## config.mk

```make
export PLATFORM = sky130hd
export DESIGN_NAME = elevator_collective_controller_unit
export DESIGN_NICKNAME = d
export VERILOG_FILES = /design/src/design/ecc_pkg.sv /design/src/design/ecc_core.sv /design/src/design/elevator_collective_controller_unit.sv
export SDC_FILE = /design/constraint.sdc
export NUM_CORES = 1
export LEC_CHECK = 0
export BUFFER_PORTS_ARGS = -buffer_cell sky130_fd_sc_hd__buf_2
export CAP_MARGIN = 10
export CORE_UTILIZATION = 59
export DETAILED_ROUTE_END_ITERATION = 10
export PLACE_DENSITY_LB_ADDON = 0.15
export SLEW_MARGIN = 20
export SYNTH_ARGS = -nofsm -noshare
export SYNTH_HDL_FRONTEND = slang
export SYNTH_SLANG_ARGS = --single-unit
```

## constraint.sdc

```tcl
create_clock -name clk -period 3.9 [get_ports clk]
set_input_delay 0.39 -clock clk [delete_from_list [all_inputs] [get_ports clk]]
set_output_delay 0.39 -clock clk [all_outputs]
set_load 0.01 [all_outputs]
```

## src/design/ecc_pkg.sv

```systemverilog
package ecc_pkg;

  localparam int CMD_W   = 3;
  localparam int FLOOR_W = 2;
  localparam int TDATA_W = 8;

  typedef enum logic [CMD_W-1:0] {
    CMD_TICK  = 3'd0,
    CMD_UP    = 3'd1,
    CMD_DOWN  = 3'd2,
    CMD_CAR   = 3'd3,
    CMD_OPEN  = 3'd4,
    CMD_CLOSE = 3'd5
  } cmd_t;

  // Packed with the first field in the highest bits.
  typedef struct packed {
    logic [FLOOR_W-1:0] call_floor;
    logic [CMD_W-1:0]   cmd;
  } item_t;

  typedef struct packed {
    logic               pending;
    logic               door_open;
    logic               moving;
    logic               going_up;
    logic [FLOOR_W-1:0] car_floor;
  } res_t;

  localparam int ITEM_W = $bits(item_t);
  localparam int RES_W  = $bits(res_t);

endpackage

```

## src/design/ecc_core.sv

```systemverilog
module ecc_core #(
  parameter int NUM_FLOORS = 4
) (
  input  logic          clk,
  input  logic          rst,
  input  logic          en,
  input  ecc_pkg::item_t item,
  output ecc_pkg::res_t  res
);

  localparam int FW = $clog2(NUM_FLOORS);
  localparam int CW = (FW > ecc_pkg::FLOOR_W) ? FW : ecc_pkg::FLOOR_W;
  localparam logic [FW-1:0] TOP = FW'(NUM_FLOORS - 1);

  logic [NUM_FLOORS-1:0] up_calls, up_calls_next;
  logic [NUM_FLOORS-1:0] down_calls, down_calls_next;
  logic [NUM_FLOORS-1:0] car_calls, car_calls_next;
  logic [FW-1:0]         floor_reg, floor_reg_next;
  logic                  dir_up, dir_up_next;
  logic                  run_flag, run_flag_next;

  logic [NUM_FLOORS-1:0] all_calls, here, above, below, call_dec;
  logic [NUM_FLOORS-1:0] up1, dn1, car1;
  logic [CW-1:0]         cf_ext, cur_ext, floor_next_ext;
  logic                  call_ok, f_up, f_down, stop, d, step_up, step_dn;

  assign all_calls = up_calls | down_calls | car_calls;
  assign cf_ext    = CW'(item.call_floor);
  assign cur_ext   = CW'(floor_reg);
  assign call_ok   = 32'(item.call_floor) < 32'(NUM_FLOORS);
  assign f_up      = |(all_calls & above);
  assign f_down    = |(all_calls & below);

  always_comb begin
    for (int i = 0; i < NUM_FLOORS; i++) begin
      here[i]     = (floor_reg == FW'(i));
      above[i]    = (FW'(i) > floor_reg);
      below[i]    = (FW'(i) < floor_reg);
      call_dec[i] = (cf_ext == CW'(i));
    end
  end

  always_comb begin
    up_calls_next   = up_calls;
    down_calls_next = down_calls;
    car_calls_next  = car_calls;
    floor_reg_next  = floor_reg;
    dir_up_next     = dir_up;
    run_flag_next   = run_flag;
    up1             = up_calls;
    dn1             = down_calls;
    car1            = car_calls;
    stop            = 1'b0;
    d               = dir_up;
    step_up         = 1'b0;
    step_dn         = 1'b0;
    unique case (ecc_pkg::cmd_t'(item.cmd))
      ecc_pkg::CMD_TICK: begin
        if (|all_calls) begin
          stop = (|(car_calls & here)) |
                 (dir_up ? ((|(up_calls & here)) | ((|(down_calls & here)) & ~f_up))
                         : ((|(down_calls & here)) | ((|(up_calls & here)) & ~f_down)));
          car1 = car_calls & ~here;
          if (dir_up) begin
            up1 = up_calls & ~here;
          end else begin
            dn1 = down_calls & ~here;
          end
          d = dir_up ? f_up : ~f_down;
          run_flag_next = 1'b1;
          if (!stop) begin
            step_up = d;
            step_dn = ~d;
          end else begin
            if (floor_reg == '0) begin
              d = 1'b1;
            end
            if (floor_reg == TOP) begin
              d = 1'b0;
            end
            // A call at this floor in the new direction is served in place.
            if (((|(up1 & here)) & d) | ((|(dn1 & here)) & ~d)) begin
              if (d) begin
                up1 = up1 & ~here;
              end else begin
                dn1 = dn1 & ~here;
              end
            end else begin
              step_up = d & f_up;
              step_dn = ~d & f_down;
            end
            if (!f_up && !f_down && !(|((up1 | dn1 | car1) & here))) begin
              run_flag_next = 1'b0;
            end
          end
          dir_up_next     = d;
          up_calls_next   = up1;
          down_calls_next = dn1;
          car_calls_next  = car1;
          if (step_up && floor_reg != TOP) begin
            floor_reg_next = floor_reg + FW'(1);
          end else if (step_dn && floor_reg != '0) begin
            floor_reg_next = floor_reg - FW'(1);
          end
        end
      end
      ecc_pkg::CMD_UP, ecc_pkg::CMD_DOWN, ecc_pkg::CMD_CAR: begin
        if (call_ok) begin
          unique case (ecc_pkg::cmd_t'(item.cmd))
            ecc_pkg::CMD_UP:   up_calls_next   = up_calls | call_dec;
            ecc_pkg::CMD_DOWN: down_calls_next = down_calls | call_dec;
            default:           car_calls_next  = car_calls | call_dec;
          endcase
          if (!(|all_calls) && !(|(call_dec & here))) begin
            dir_up_next = cf_ext > cur_ext;
          end
        end
      end
      ecc_pkg::CMD_OPEN: begin
        if (!run_flag) begin
          car_calls_next = car_calls | here;
        end
      end
      default: begin
      end
    endcase
  end

  assign floor_next_ext = CW'(floor_reg_next);
  assign res.car_floor  = floor_next_ext[ecc_pkg::FLOOR_W-1:0];
  assign res.going_up   = dir_up_next;
  assign res.moving     = run_flag_next;
  assign res.door_open  = stop;
  assign res.pending    = |(up_calls_next | down_calls_next | car_calls_next);

  always_ff @(posedge clk) begin
    if (rst) begin
      up_calls   <= '0;
      down_calls <= '0;
      car_calls  <= '0;
      floor_reg  <= FW'(1);
      dir_up     <= 1'b1;
      run_flag   <= 1'b0;
    end else if (en) begin
      up_calls   <= up_calls_next;
      down_calls <= down_calls_next;
      car_calls  <= car_calls_next;
      floor_reg  <= floor_reg_next;
      dir_up     <= dir_up_next;
      run_flag   <= run_flag_next;
    end
  end

endmodule

```

## src/design/elevator_collective_controller_unit.sv

```systemverilog
// Collective elevator controller for one car. Each input transfer carries a
// tick or a request, and each one yields exactly one result transfer with the
// car floor, direction, run flag, door flag and pending flag after that item.
// The block takes one item per clock cycle unless the result side stalls;
// an item passes through the input register and then the result register,
// and the whole state update for an item happens as it moves from the one
// to the other. Backpressure on the result side stalls both registers.
module elevator_collective_controller_unit #(
  parameter int NUM_FLOORS = 4
) (
  input  logic       clk,
  input  logic       rst,
  input  logic       s_axis_tvalid,
  output logic       s_axis_tready,
  // cmd [2:0], call_floor [4:3], unused [7:5]
  input  logic [7:0] s_axis_tdata,
  output logic       m_axis_tvalid,
  input  logic       m_axis_tready,
  // car_floor [1:0], going_up [2], moving [3], door_open [4], pending [5], zero [7:6]
  output logic [7:0] m_axis_tdata
);

  ecc_pkg::item_t item_q;
  ecc_pkg::res_t  res_q;
  ecc_pkg::res_t  res;
  logic           in_valid;
  logic           out_valid;
  logic           advance;
  logic           process;

  assign advance       = !out_valid || m_axis_tready;
  assign process       = in_valid && advance;
  assign s_axis_tready = !in_valid || advance;
  assign m_axis_tvalid = out_valid;
  assign m_axis_tdata  = {(ecc_pkg::TDATA_W - ecc_pkg::RES_W)'(0), res_q};

  always_ff @(posedge clk) begin
    if (rst) begin
      in_valid <= 1'b0;
    end else if (s_axis_tready) begin
      in_valid <= s_axis_tvalid;
    end
    if (s_axis_tvalid && s_axis_tready) begin
      item_q <= ecc_pkg::item_t'(s_axis_tdata[ecc_pkg::ITEM_W-1:0]);
    end
  end

  ecc_core #(
    .NUM_FLOORS(NUM_FLOORS)
  ) u_core (
    .clk  (clk),
    .rst  (rst),
    .en   (process),
    .item (item_q),
    .res  (res)
  );

  always_ff @(posedge clk) begin
    if (rst) begin
      out_valid <= 1'b0;
    end else if (advance) begin
      out_valid <= in_valid;
    end
    if (process) begin
      res_q <= res;
    end
  end

`ifndef SYNTHESIS
  a_idle_when_empty: assert property (@(posedge clk) disable iff (rst)
    out_valid && !res_q.pending |-> !res_q.moving)
    else $error("Car reported running with no call pending.");

  a_item_held: assert property (@(posedge clk) disable iff (rst)
    in_valid && !advance |=> in_valid)
    else $error("Stalled input item was dropped.");

  a_result_follows: assert property (@(posedge clk) disable iff (rst)
    process |=> out_valid)
    else $error("Processed item produced no result.");
`endif

endmodule

```

==> flow_metrics.py <==
metrics = {
    "status": {
        "status": "completed",
    },
    "detailed_routing": {
        "firstDrtPassIters": 6,
        "vias": 2113,
        "via_per_inst": 6.75,
        "finalWirelength_mm": 5.72,
        "drc": 0,
        "ant_nets": 0,
        "drtIter0Drc": 265,
        "wl_per_cell_um": 18.3,
    },
    "layout": {
        "area_growth_pct": 8.68,
        "stdcell_area_um2": 2260,
        "final_cell_mix": "29 x nand2_1, 28 x nor2_1, 18 x dfxtp_1, 17 x a21oi_1, 16 x buf_2",
        "final_nets": 286,
        "finalNonFillerCells": 313,
        "final_common_cell": "nand2_1",
        "diodes": 0,
        "fillCellCount": 313,
        "multi_input_area_um2": 1270,
        "final_layout_size_suffix_gt1_frac": 0.135,
        "seqCellArea_um2": 691,
    },
    "floorplan": {
        "start_util": 0.617,
        "io_pins": 22,
        "die_area_um2": 3760,
        "num_rows": 21,
        "fp.dieH_um": 61.3,
        "core_area_um2": 3360,
        "die_w_um": 61.3,
    },
    "min_path": {
        "min_path_type": "in -> reg",
        "min_path_cells": 1,
    },
    "sta": {
        "setup_ws_ns": 0.343,
        "finalSetupTns_ns": 0,
        "hold_viol": 0,
        "fin_crit_ns": 3.56,
        "relSlewSlack": 0.344,
        "max_freq_mhz": 281,
        "drv_slew": 0,
        "finalClockSkew_ns": 0.0213,
        "setup_viol": 0,
        "rsz0062_at_grt": "false",
        "fin_crit_sh": 0.912,
        "tightest_slew_ns": 0.984,
    },
    "synth": {
        "seq_area_frac_synth": 0.333,
        "yosys.area_share.simple": 0.218,
        "postSynthCellCount": 257,
        "synth_top_family_by_area": "compound AO/OA/AOI/OAI gates",
        "synthMuxAreaShare": 0.0307,
        "ys_seq_elements": 29,
        "synth-warning-count": 0,
        "synth_edf_count": 11,
        "synth.avg_cell_area_um2": 8.08,
        "synth_area_leader_cell": "dfxtp_1",
        "synthArstFlopShare": 0,
        "synth_ff_type": "dfxtp_1",
        "synth_xor_area_frac": 0.00422,
        "synth_adder_area_share": 0.0482,
        "synth.distinct_cells": 62,
        "netlist.area_leader.share": 0.174,
        "synth_area_leaders": "dfxtp_1 17%, edfxtp_1 16%, nand2_1 5.2%, nor2_1 5.1%, ha_1 4.8%",
        "synth_compound_area_frac": 0.306,
        "synth_area_um2": 2080,
    },
    "setup_path": {
        "slowest_delay_ns": 0.69,
        "r2r_cells": 9,
        "worstSetupPathType": "reg -> reg",
        "required_ns": 4.01,
        "crit_path_start_kind": "flip-flop",
        "cp.depth": 9,
        "critPathCaptureType": "flip-flop",
        "cp_top_family": "compound AO/OA/AOI/OAI gates",
        "crit_chain": "inv_1, ha_1, a222oi_1, nand2_1, o21ai_0, nand3_1, a2bb2oi_1, a21oi_1, xnor2_1",
        "path_max_fanout": 11,
        "crit_slowest_cell": "a222oi_1",
        "crit_buf_inv": 1,
        "cp.arrival_ns": 3.67,
    },
    "place": {
        "gp_congestion": 1.01,
        "placed_area_um2": 2170,
        "hpwl_mm": 4.17,
        "dp_cells": 305,
        "post-place-ws_ns": 0.443,
        "io_buffers": 16,
    },
    "clock_tree": {
        "clk_latency_ns": 0.35,
        "numCtsBuffers": 5,
        "cts_tree": "yes",
        "clock_sinks": 29,
        "path_clk_slew_ns": 0.11,
        "h-tree-depth": 2,
        "cts_hold_buf": 0,
        "postCtsResizedCells": 0,
        "clockBufferDepth": 2,
        "cts.root.buffer_cell": "clkbuf_4",
        "post_cts_buffers": 0,
    },
    "power": {
        "peakVddDrop_uv": 252,
        "p_leak_uw": 0.000862,
        "fin_total_pwr_uw": 769,
        "power.density_nw_per_um2": 341,
    },
    "grt": {
        "grt-ovfl-total": 0,
        "grt_usage": 0.345,
        "grt_pass1_wl_mm": 9.22,
        "grt_max_degree": 20,
        "grt_pass1_vias": 1810,
        "antenna_found_initial": 0,
    },
    "job": {
        "max_cap_viol_count": 0,
    },
}
## area by class of cell
cell class | instances | share of cell area
Inverter | 10 | 0.0166
Clock inverter | 1 | 0.0133
Tap cell | 46 | 0.0255
Clock buffer | 7 | 0.0244
Timing Repair Buffer | 21 | 0.0521
Sequential cell | 29 | 0.306
Multi-Input combinational cell | 199 | 0.562
## where the power goes
| group | switching (uW) | internal [uW] | leakage [uW] |
|---|---|---|---|
| clock network | 112 | 153 | 0.0000455 |
| logic | 94.7 | 60.8 | 0.000566 |
| registers | 19.9 | 329 | 0.000251 |
| total | 227 | 543 | 0.000862 |
## kinds of logic (layout without fill, tap and decap cells)
group           after synthesis  after routing
other cells                   1              2
flops                        29             29
xor+xnor                      1              1
simple gates                 96             96
buf+inv                      30             39
fa+ha+maj                     8              8
compound gates               87             87
mux                           5              5
## cell usage after synthesis, drive strengths merged, types with 2 or more instances
master / number
ha: 8
a211oi: 5
a21o: 2
a41oi: 2
nor2b: 2
o21a: 3
and3: 2
a21oi: 17
nand2: 29
nor3: 7
a221o: 2
nand2b: 2
buf: 4
o211ai: 2
a22oi: 2
a32oi: 3
a222oi: 5
o21bai: 2
nor4: 2
or3: 6
a32o: 2
nor3b: 2
edfxtp: 11
o31a: 2
or4: 2
and2: 2
mux2i: 3
dfxtp: 18
nand4: 2
a2111o: 2
a31oi: 9
inv: 9
o21ai: 12
a221oi: 4
clkbuf: 16
nand3: 8
nor2: 28
## metal layers
metal  routed length [um]  vias to the layer above  global-route usage  part of all wire
met4                  135                        0               0.107             0.024
met2                 2540                      119               0.509              0.44
met1                 2490                      986               0.490              0.44
met5                    0                        -                   0                 0
li1                     -                      990                   -                 -
met3                  551                       18              0.0945             0.096
## worst paths after layout
kind                     startpoint               to  slack [ns]
setup / recovery  u_core.cur_ext[1]  m_axis_tdata[0]        0.34
hold / removal      s_axis_tdata[2]        item_q[2]        0.23
hold reg to reg            in_valid    m_axis_tvalid        0.52
setup reg to reg  u_core.cur_ext[1]  m_axis_tdata[0]        0.34
## state kept, by name (all words and copies together), names as in the netlist, 2 cells and up
register	count
m_axis_tdata	6
item_q	5
u_core.cur_ext	2
u_core.down_calls	4
u_core.car_calls	4
u_core.up_calls	4
## through the flow
step,hold slack (ns),util
2_1_floorplan,0.467,-
3_3_place_gp,0.498,0.645
3_5_place_dp,0.510,0.645
4_1_cts,0.224,0.671
5_1_grt,0.203,0.671
6_report,0.226,0.671
(Power assumes the default switching activity.)
